[src/design/brcc_pkg.sv]
package brcc_pkg;

  // Configuration field widths
  localparam int WordLenW  = 5;
  localparam int RunLimW   = 5;
  localparam int BalLimW   = 4;
  localparam int CfgIdxW   = 2;
  localparam int CfgDataW  = 5;

  // Register indexes on the configuration port
  localparam logic [CfgIdxW-1:0] REG_WORD_LEN  = 2'd0;
  localparam logic [CfgIdxW-1:0] REG_RUN_LIMIT = 2'd1;
  localparam logic [CfgIdxW-1:0] REG_BAL_LIMIT = 2'd2;

  // Reset values
  localparam logic [WordLenW-1:0] WORD_LEN_RST  = 5'd16;
  localparam logic [RunLimW-1:0]  RUN_LIMIT_RST = 5'd3;
  localparam logic [BalLimW-1:0]  BAL_LIMIT_RST = 4'd2;

  // Live configuration handed to the checker
  typedef struct packed {
    logic [WordLenW-1:0] word_len;
    logic [RunLimW-1:0]  run_limit;
    logic [BalLimW-1:0]  balance_limit;
  } cfg_t;

endpackage

[src/design/brcc_cfg_regs.sv]
module brcc_cfg_regs
  import brcc_pkg::*;
(
  input  logic                clk,
  input  logic                rst,
  input  logic                wr_en,
  input  logic [CfgIdxW-1:0]  wr_index,
  input  logic [CfgDataW-1:0] wr_data,
  output cfg_t                cfg
);

  cfg_t regs;

  // Register file; unknown indexes are dropped
  always_ff @(posedge clk) begin
    if (rst) begin
      regs.word_len      <= WORD_LEN_RST;
      regs.run_limit     <= RUN_LIMIT_RST;
      regs.balance_limit <= BAL_LIMIT_RST;
    end else if (wr_en) begin
      unique case (wr_index)
        REG_WORD_LEN:  regs.word_len      <= wr_data[WordLenW-1:0];
        REG_RUN_LIMIT: regs.run_limit     <= wr_data[RunLimW-1:0];
        REG_BAL_LIMIT: regs.balance_limit <= wr_data[BalLimW-1:0];
        default: ;
      endcase
    end
  end

  assign cfg = regs;

endmodule

[src/design/brcc_eval.sv]
module brcc_eval
  import brcc_pkg::*;
#(
  parameter int MAX_WIDTH = 16
) (
  input  cfg_t                 cfg,
  input  logic [MAX_WIDTH-1:0] word,
  output logic                 ok
);

  localparam int CW = $clog2(MAX_WIDTH + 1);   // count width
  localparam int DW = CW + 2;                  // signed disparity width
  localparam int KW = (DW > 6) ? DW : 6;       // compare width
  localparam int EW = MAX_WIDTH - 1;           // adjacent-pair flags

  logic [MAX_WIDTH-1:0] all_ones;
  logic [EW-1:0]        pair_ones;
  logic [EW-1:0]        ne;
  logic [EW-1:0]        win_mask;
  logic [EW-1:0]        tail_mask;
  logic [RunLimW-1:0]   rho_m1;
  logic [4:0]           lim2;
  logic                 len_ok;
  logic                 disp_ok;
  logic                 long_run;
  logic                 tail_bad;

  assign all_ones  = '1;
  assign pair_ones = '1;

  // Word length must be even and within the port
  assign len_ok = (cfg.word_len >= 5'd2) && (32'(cfg.word_len) <= MAX_WIDTH)
                  && !cfg.word_len[0];

  assign lim2 = {cfg.balance_limit, 1'b0};

  // Suffix disparity: one popcount per suffix length, all in parallel.
  // Odd lengths use a strict compare, i.e. bound 2*delta-1.
  always_comb begin
    logic [MAX_WIDTH-1:0] mask;
    logic [CW-1:0]        cnt;
    logic [DW-1:0]        dbl;
    logic signed [DW-1:0] diff;
    logic [DW-1:0]        mag;
    logic                 active;
    logic                 bad;
    disp_ok = 1'b1;
    for (int l = 1; l <= MAX_WIDTH; l++) begin
      mask   = all_ones >> (MAX_WIDTH - l);
      cnt    = CW'($countones(word & mask));
      dbl    = {1'b0, cnt, 1'b0};
      diff   = $signed(dbl) - $signed(DW'(l));
      mag    = diff[DW-1] ? DW'(-diff) : DW'(diff);
      active = (32'(l) <= 32'(cfg.word_len));
      if (l % 2 == 0) begin
        bad = KW'(mag) > KW'(lim2);
      end else begin
        bad = KW'(mag) >= KW'(lim2);
      end
      // full word must be exactly balanced
      if (32'(l) == 32'(cfg.word_len) && diff != '0) begin
        bad = 1'b1;
      end
      if (active && bad) begin
        disp_ok = 1'b0;
      end
    end
  end

  // Adjacent bits that differ
  always_comb begin
    for (int k = 0; k < EW; k++) begin
      ne[k] = word[k] ^ word[k+1];
    end
  end

  // Runs: rho+1 equal bits means rho equal pairs in a row
  assign rho_m1    = cfg.run_limit - 5'd1;
  assign win_mask  = ~(pair_ones << cfg.run_limit);
  assign tail_mask = ~(pair_ones << rho_m1);

  always_comb begin
    logic [EW-1:0] sel;
    long_run = 1'b0;
    for (int j = 0; j < EW; j++) begin
      sel = (ne >> j) & win_mask;
      if ((32'(j) + 32'(cfg.run_limit) + 1 <= 32'(cfg.word_len)) && (sel == '0)) begin
        long_run = 1'b1;
      end
    end
  end

  // Final run (ending at bit 0) must stay below the run limit
  assign tail_bad = (cfg.run_limit == '0) ||
                    ((32'(cfg.run_limit) <= 32'(cfg.word_len)) && ((ne & tail_mask) == '0));

  assign ok = len_ok && disp_ok && (cfg.run_limit != '0) && !long_run && !tail_bad;

endmodule

[src/design/balanced_rll_codeword_check.sv]
// Balanced run-length-limited codeword checker. Each item on the input channel
// is one candidate word; exactly one result item comes back, accepted = 1 when
// word_len is even, 2..MAX_WIDTH, run_limit nonzero and the low word_len bits
// (bit word_len-1 read first) are balanced, keep every suffix disparity within
// 2*balance_limit (2*balance_limit-1 for odd suffix lengths), have no run longer
// than run_limit and end in a run shorter than run_limit. Throughput is one item
// per cycle while out_stall is low; an item lands in the input register when
// accepted, its result in the result register once that register is free, with
// the single evaluation stage between them. The configuration port is always
// ready; write registers only while no item is in flight.
module balanced_rll_codeword_check
  import brcc_pkg::*;
#(
  parameter int MAX_WIDTH = 16
) (
  input  logic                 clk,
  input  logic                 rst,
  // configuration writes
  input  logic                 cfg_valid,
  output logic                 cfg_ready,
  input  logic [CfgIdxW-1:0]   cfg_index,
  input  logic [CfgDataW-1:0]  cfg_data,
  // candidate items
  input  logic                 in_valid,
  output logic                 in_stall,
  input  logic [MAX_WIDTH-1:0] candidate,
  // result items
  output logic                 out_valid,
  input  logic                 out_stall,
  output logic                 accepted
);

  cfg_t                 cfg;
  logic                 s1_valid;
  logic [MAX_WIDTH-1:0] s1_word;
  logic                 s2_valid;
  logic                 s2_ok;
  logic                 eval_ok;
  logic                 adv2;
  logic                 adv1;

  assign cfg_ready = 1'b1;

  brcc_cfg_regs u_cfg (
    .clk      (clk),
    .rst      (rst),
    .wr_en    (cfg_valid),
    .wr_index (cfg_index),
    .wr_data  (cfg_data),
    .cfg      (cfg)
  );

  brcc_eval #(
    .MAX_WIDTH (MAX_WIDTH)
  ) u_eval (
    .cfg  (cfg),
    .word (s1_word),
    .ok   (eval_ok)
  );

  // Stage advance: a stage moves when the one after it is free
  assign adv2     = !s2_valid || !out_stall;
  assign adv1     = !s1_valid || adv2;
  assign in_stall = !adv1;

  // Input register
  always_ff @(posedge clk) begin
    if (rst) begin
      s1_valid <= 1'b0;
    end else if (adv1) begin
      s1_valid <= in_valid;
    end
  end

  always_ff @(posedge clk) begin
    if (adv1 && in_valid) begin
      s1_word <= candidate;
    end
  end

  // Result register
  always_ff @(posedge clk) begin
    if (rst) begin
      s2_valid <= 1'b0;
    end else if (adv2) begin
      s2_valid <= s1_valid;
    end
  end

  always_ff @(posedge clk) begin
    if (adv2 && s1_valid) begin
      s2_ok <= eval_ok;
    end
  end

  assign out_valid = s2_valid;
  assign accepted  = s2_ok;

endmodule
[config.mk]
export PLATFORM = sky130hd
export DESIGN_NAME = balanced_rll_codeword_check
export DESIGN_NICKNAME = d
export VERILOG_FILES = /design/src/design/brcc_pkg.sv /design/src/design/brcc_cfg_regs.sv /design/src/design/brcc_eval.sv /design/src/design/balanced_rll_codeword_check.sv
export SDC_FILE = /design/constraint.sdc
export NUM_CORES = 1
export LEC_CHECK = 0
export BUFFER_PORTS_ARGS = -buffer_cell sky130_fd_sc_hd__buf_2
export CELL_PAD_IN_SITES_DETAIL_PLACEMENT = 2
export CELL_PAD_IN_SITES_GLOBAL_PLACEMENT = 2
export CORE_MARGIN = 2
export CORE_UTILIZATION = 40
export CTS_BUF_LIST = sky130_fd_sc_hd__clkbuf_8
export DETAILED_ROUTE_END_ITERATION = 12
export HOLD_SLACK_MARGIN = 0.15
export PLACE_DENSITY_LB_ADDON = 0.1
export SLEW_MARGIN = 0
export SYNTH_ARGS = -nofsm -noshare
export SYNTH_HDL_FRONTEND = slang
export SYNTH_SLANG_ARGS = --single-unit
[constraint.sdc]
create_clock -name clk -period 8.9 [get_ports clk]
set_clock_uncertainty 0.2 [all_clocks]
set_input_delay 0.445 -clock clk [delete_from_list [all_inputs] [get_ports clk]]
set_output_delay 0.445 -clock clk [all_outputs]
set_load 0.02 [all_outputs]
## Word level (Yosys, flattened, before mapping)

Index checks and enable logic that the tools add are counted.

| word-level totals | value |
|---|---|
| flip-flop bits (word level) | 33 |

| cells by class | value |
|---|---|
| add/sub/neg operators | 93 |
| order comparisons | 50 |
| equal/unequal tests | 18 |
| shift operators | 2 |
| multiplexer cells | 63 |
| bitwise logic cells | 33 |
| reduce and logical (&&, ||, !) cells | 104 |

Operators by type and width:

| cell | count |
|---|---|
| 15-bit zero test | 16 |
| 32-bit by 5-bit less-or-equal comparator with 1-bit output | 4 |
| 7-bit 2-to-1 mux | 16 |
| 7-bit negator | 16 |
| 7-bit nonzero test | 16 |
| 32-bit by 1-bit adder with 32-bit output, second input constant | 3 |
| 5-bit adder | 17 |
| 6-bit by 1-bit adder with 7-bit output, second input constant | 11 |
| 7-bit by 5-bit less-or-equal comparator with 1-bit output | 11 |
| 7-bit by 5-bit greater-or-equal comparator with 1-bit output | 8 |
| 7-bit by 5-bit > comparator with 1-bit output | 8 |
| 1-bit logical AND | 56 |
| 6-bit by 4-bit subtractor with 7-bit output, second input constant | 8 |
| 1-bit 2-to-1 mux | 47 |
| 4-bit by 5-bit adder with 6-bit output, first input constant | 7 |
| 4-bit by 5-bit == test with 1-bit output, first input constant | 8 |
| 4-bit by 5-bit less-or-equal comparator with 1-bit output, first input constant | 8 |
| 5-bit by 1-bit adder with 5-bit output | 7 |
| 15-bit AND | 2 |
| 15-bit NOT | 2 |
| 15-bit by 5-bit left shift with 15-bit output, first input constant | 2 |
| 6-bit by 3-bit subtractor with 7-bit output, second input constant | 4 |
| 3-bit by 5-bit adder with 6-bit output, first input constant | 4 |
| 3-bit by 5-bit == test with 1-bit output, first input constant | 4 |
| 40 further kinds | 78 |

## Depth between registers and ports, before layout

| depth | value |
|---|---|
| depth in word-level cells | 26 |
| mapped depth | 32 |

## Modules after synthesis

Synthesis repeated with hierarchy kept, for this count alone.

| unflattened totals | value |
|---|---|
| cell total of the unflattened synthesis | 1272 |
| area, all modules | 10095.9 µm² |

Modules (own cells, without submodules):

| module | times used | cells each | area an instance (µm²) |
|---|---|---|---|
| brcc_eval | 1 | 1183 | 8882.3 |
| balanced_rll_codeword_check | 1 | 29 | 608.1 |
| brcc_cfg_regs | 1 | 60 | 605.6 |

## Worst setup path before layout

Ideal clock, no wire load.

| timing path | value |
|---|---|
| path kind | reg2reg |
| from | register s1_word[1] |
| to | register s2_ok, in the netlist accepted, data pin |
| setup time | 0.170 ns |
| data arrival time | 6.534 ns |
| path slack | 1.996 ns |
| stages on the path, launching flop included | 33 |
| buffers on the path | 3 |
| period minus slack after synthesis | 6.904 ns |
| cell sequence | edfxtp_1 > inv_1 > ha_1 > clkbuf_2 > and2_1 > fa_1 > xor2_1 > ha_1 > ha_1 > inv_1 > fa_1 > buf_6 > inv_2 > ha_1 > buf_6 > xor2_1 > ha_1 > a21oi_2 > xnor2_1 > inv_1 > ha_1 > a21bo_2 > nand2_1 > o21ai_0 > ha_1 > nor2b_1 > o21ai_0 > a21oi_1 > o21ai_0 > o311ai_1 > nor4_1 > nand4_1 > nor4_2 |

| on the way | value |
|---|---|
| word-level cells in the longest chain between the ends | 26 |
| elaborated cells on any way between the ends | 183 |

Ends and longest elaborated chain:

| element | line | RTL |
|---|---|---|
| from (decl) | balanced_rll_codeword_check.sv:35 | `logic [MAX_WIDTH-1:0] s1_word;` |
| from (signal assigned) | balanced_rll_codeword_check.sv:77 | `s1_word <= candidate;` |
| parallel branches: the longest is 25 deep, another holds 6-bit by 4-bit subtractor with 7-bit output | -- |  |
| 1-bit logical AND * | brcc_eval.sv:97 | `assign ok = len_ok && disp_ok && (cfg.run_limit != '0) && !long_run && !tail_bad;` |
| net eval_ok | balanced_rll_codeword_check.sv:38 | `logic eval_ok;` |
| to (signal assigned) | balanced_rll_codeword_check.sv:92 | `s2_ok <= eval_ok;` |
| to (decl) | balanced_rll_codeword_check.sv:37 | `logic s2_ok;` |

Mark *: on every way through the listed nets, which the timed path passes.
A chain may end at the register's enable or synchronous reset.

## Worst setup path after layout

Ends and elaborated chain as after synthesis.

==> flow_metrics.tcl <==
set metrics [dict create \
    antenna_found_initial 1 \
    ant_nets 0 \
    grt_pass1_wl_um 56400 \
    drt-pass1-iter-count 7 \
    die_y_um 154 \
    drcViolationCount 0 \
    fin_util_pct 43.9 \
    max_freq_mhz 128 \
    cts_hold_buf 16 \
    synthCells 1114 \
    fp.dieW_um 154 \
    outcome "completed" \
    power_density_nw_per_um2 305 \
    grt_usage_pct 30.5 \
    crit_top_cell "ha_1" \
    final_area_um2 9650 \
    path_class "reg2reg" \
    start_util_pct 41.1 \
    cts_buffers 5 \
    timing.hold.ws_ps 166 \
    slew_violations 0 \
    ir_drop_mv 0.280 \
    grt_overflow 0 \
    crit_buf_inv 5 \
    fp.dieArea_um2 23800 \
    yosysWarnings 0 \
    layout-drive-gt1-share_pct 7.79 \
    place_inst 1398 \
    synthTopCellsByArea "ha_1 27%, edfxtp_1 5.7%, xnor2_1 5.2%" \
    vias 8953 \
    hold_violations 0 \
    synth-edff-count 17 \
    crit_arrival_ps 7780 \
    synth_fp_nets 1359 \
    io_buffers 30 \
    area_delta_synth_final_pct 6.95 \
    via_per_inst 6.30 \
    cp-start-kind "register" \
    wire_per_inst_um 25.3 \
    place_hpwl_um 28700 \
    drtIter0Drc 636 \
    crit_required_ps 8860 \
    cts_setup_buffers 0 \
    layout.cells.non_filler 1422 \
    max_stage_delay_ps 700 \
    fin_crit_sh_pct 87.9 \
    clkSinkCount 33 \
    yosysTopAreaCell "ha_1" \
    rsz0062_at_grt "no" \
    n_antenna_cell 0 \
    ios 32 \
    yosysMostFrequentCell "ha_1" \
    tns_ps 0 \
    cts_tree "yes" \
    hold_path.class "in2reg" \
    clk_path_buf_depth 2 \
    post_cts_resized 0 \
    num_rows 54 \
    cp_slowest_cell "ha_1" \
    yosys.cell_types.count 89 \
    clock_latency_ps 320 \
    synth_top_area_share_pct 27.0 \
    synth_commonest_cells "195 x ha_1, 87 x inv_1, 85 x a21oi_1" \
    routed_wl_um 36000 \
    grt_pass1_vias 9607 \
    worst_pin_slew_ps 1200 \
    end_kind "register" \
    finalNetCount 1386 \
    seq_area_frac_synth_pct 9.21 \
    syn_area_um2 9020 \
    place.gp.congestion 0.914 \
    grt_start_max_net_pins 36 \
    coreArea_um2 22000 \
    finalSetupViolations 0 \
    ys_ff_latch 33 \
    synthFlopType "edfxtp_1" \
    path_clk_slew_ps 90 \
    min_period_ps 7820 \
    cp_max_fo 15 \
    final.fill_count 2532 \
    slew_headroom_pct 19.7 \
    max_cap_violations 0 \
    synth_area_per_cell_um2 8.10 \
    crit_family "adder cells" \
    cts_max_level 2 \
    leakagePower_nw 4.27 \
    ctsRootBufferMaster "clkbuf_8" \
    async_flop_share_pct 0 \
    place_area_um2 9380 \
]
-- path summary, 6_finish.rpt --
path	end	cells after the start	from	slack (ps)
worst max-delay path	accepted	30	s1_word[1]	1080
worst min-delay path	s1_valid	3	in_valid	170
worst max register to register	accepted	30	s1_word[1]	1080
worst min register to register	out_valid	2	s1_valid	290
-- layout by cell type, fill, tap and decap left out, drive strengths merged, types with 6 or more instances in the layout --
master / netlist / final
and2: 7 / 7
mux2i: 14 / 14
buf: 20 / 42
a211oi: 15 / 15
dlygate4sd3: 0 / 16
nor3: 23 / 23
nand4: 23 / 23
o22ai: 34 / 34
edfxtp: 17 / 17
o21a: 10 / 10
a22oi: 8 / 8
o2111ai: 9 / 9
xnor2: 56 / 56
o21ai: 64 / 64
or3: 8 / 8
nor4: 15 / 15
nor2: 67 / 67
a21oi: 90 / 90
ha: 195 / 195
a221oi: 15 / 15
a31oi: 6 / 6
nor3b: 7 / 7
nand2: 67 / 67
nand3b: 7 / 7
dfxtp: 16 / 16
o221ai: 7 / 7
nor2b: 28 / 28
and3: 9 / 9
a21o: 13 / 13
xor2: 21 / 21
nand2b: 12 / 12
o211ai: 9 / 9
fa: 22 / 22
nand3: 26 / 26
inv: 90 / 91
-- tightest hold or removal path: stages --
cell and delay (ps):
buf_2 90, nor2_1 40, nor2_1 80
-- flip-flops by register name, summed over array words and instances (netlist names) --
register and flops:
s1_word 16, accepted 1, u_cfg.cfg 14, out_valid 1
s1_valid 1
-- cells by family (layout without fill, tap and decap cells) --
logic type / count (synthesis) / after routing / synth area share, %
multiplexers: 17 / 17 / 2.05
AND/OR/NAND/NOR: 319 / 319 / 18.9
other: 1 / 1 / 0.0416
buffers and inverters: 130 / 158 / 6.44
XOR/XNOR: 77 / 77 / 7.85
flip-flops: 33 / 33 / 9.21
adder cells (fa/ha/maj): 220 / 220 / 32.3
AO/OA/AOI/OAI: 317 / 317 / 23.2
-- area by class of cell --
type	count	area (um2)	area share (%)
multi-input combinational	951	7610	78.9
timing repair buffer	58	400	4.15
inverter	92	345	3.58
clock buffer	5	68.8	0.713
tap	280	350	3.63
clock inverter	3	40.0	0.415
sequential	33	831	8.61
-- routing by layer --
layer	GRT usage [%]	wire length, um	up-vias
li1	-	-	4182
met1	43.0	17200	4433
met2	49.3	16000	273
met3	4.57	1990	63
met4	7.12	876	2
met5	0	13	-
-- report_power, final --
part | total [W] | switching (W) | internal (W)
sequential | 0.000181 | 0.0000135 | 0.000168
clock | 0.000156 | 0.0000727 | 0.0000829
combinational | 0.00260 | 0.00153 | 0.00107
total | 0.00294 | 0.00162 | 0.00132
-- metrics by stage --
stage,power (W),setup WS (ps)
floorplan,0.00205,2000
global route,0.00325,473
global placement,0.00260,1520
CTS,0.00292,1130
finish,0.00294,1080
detailed placement,0.00274,1150
(Power assumes the default switching activity.)
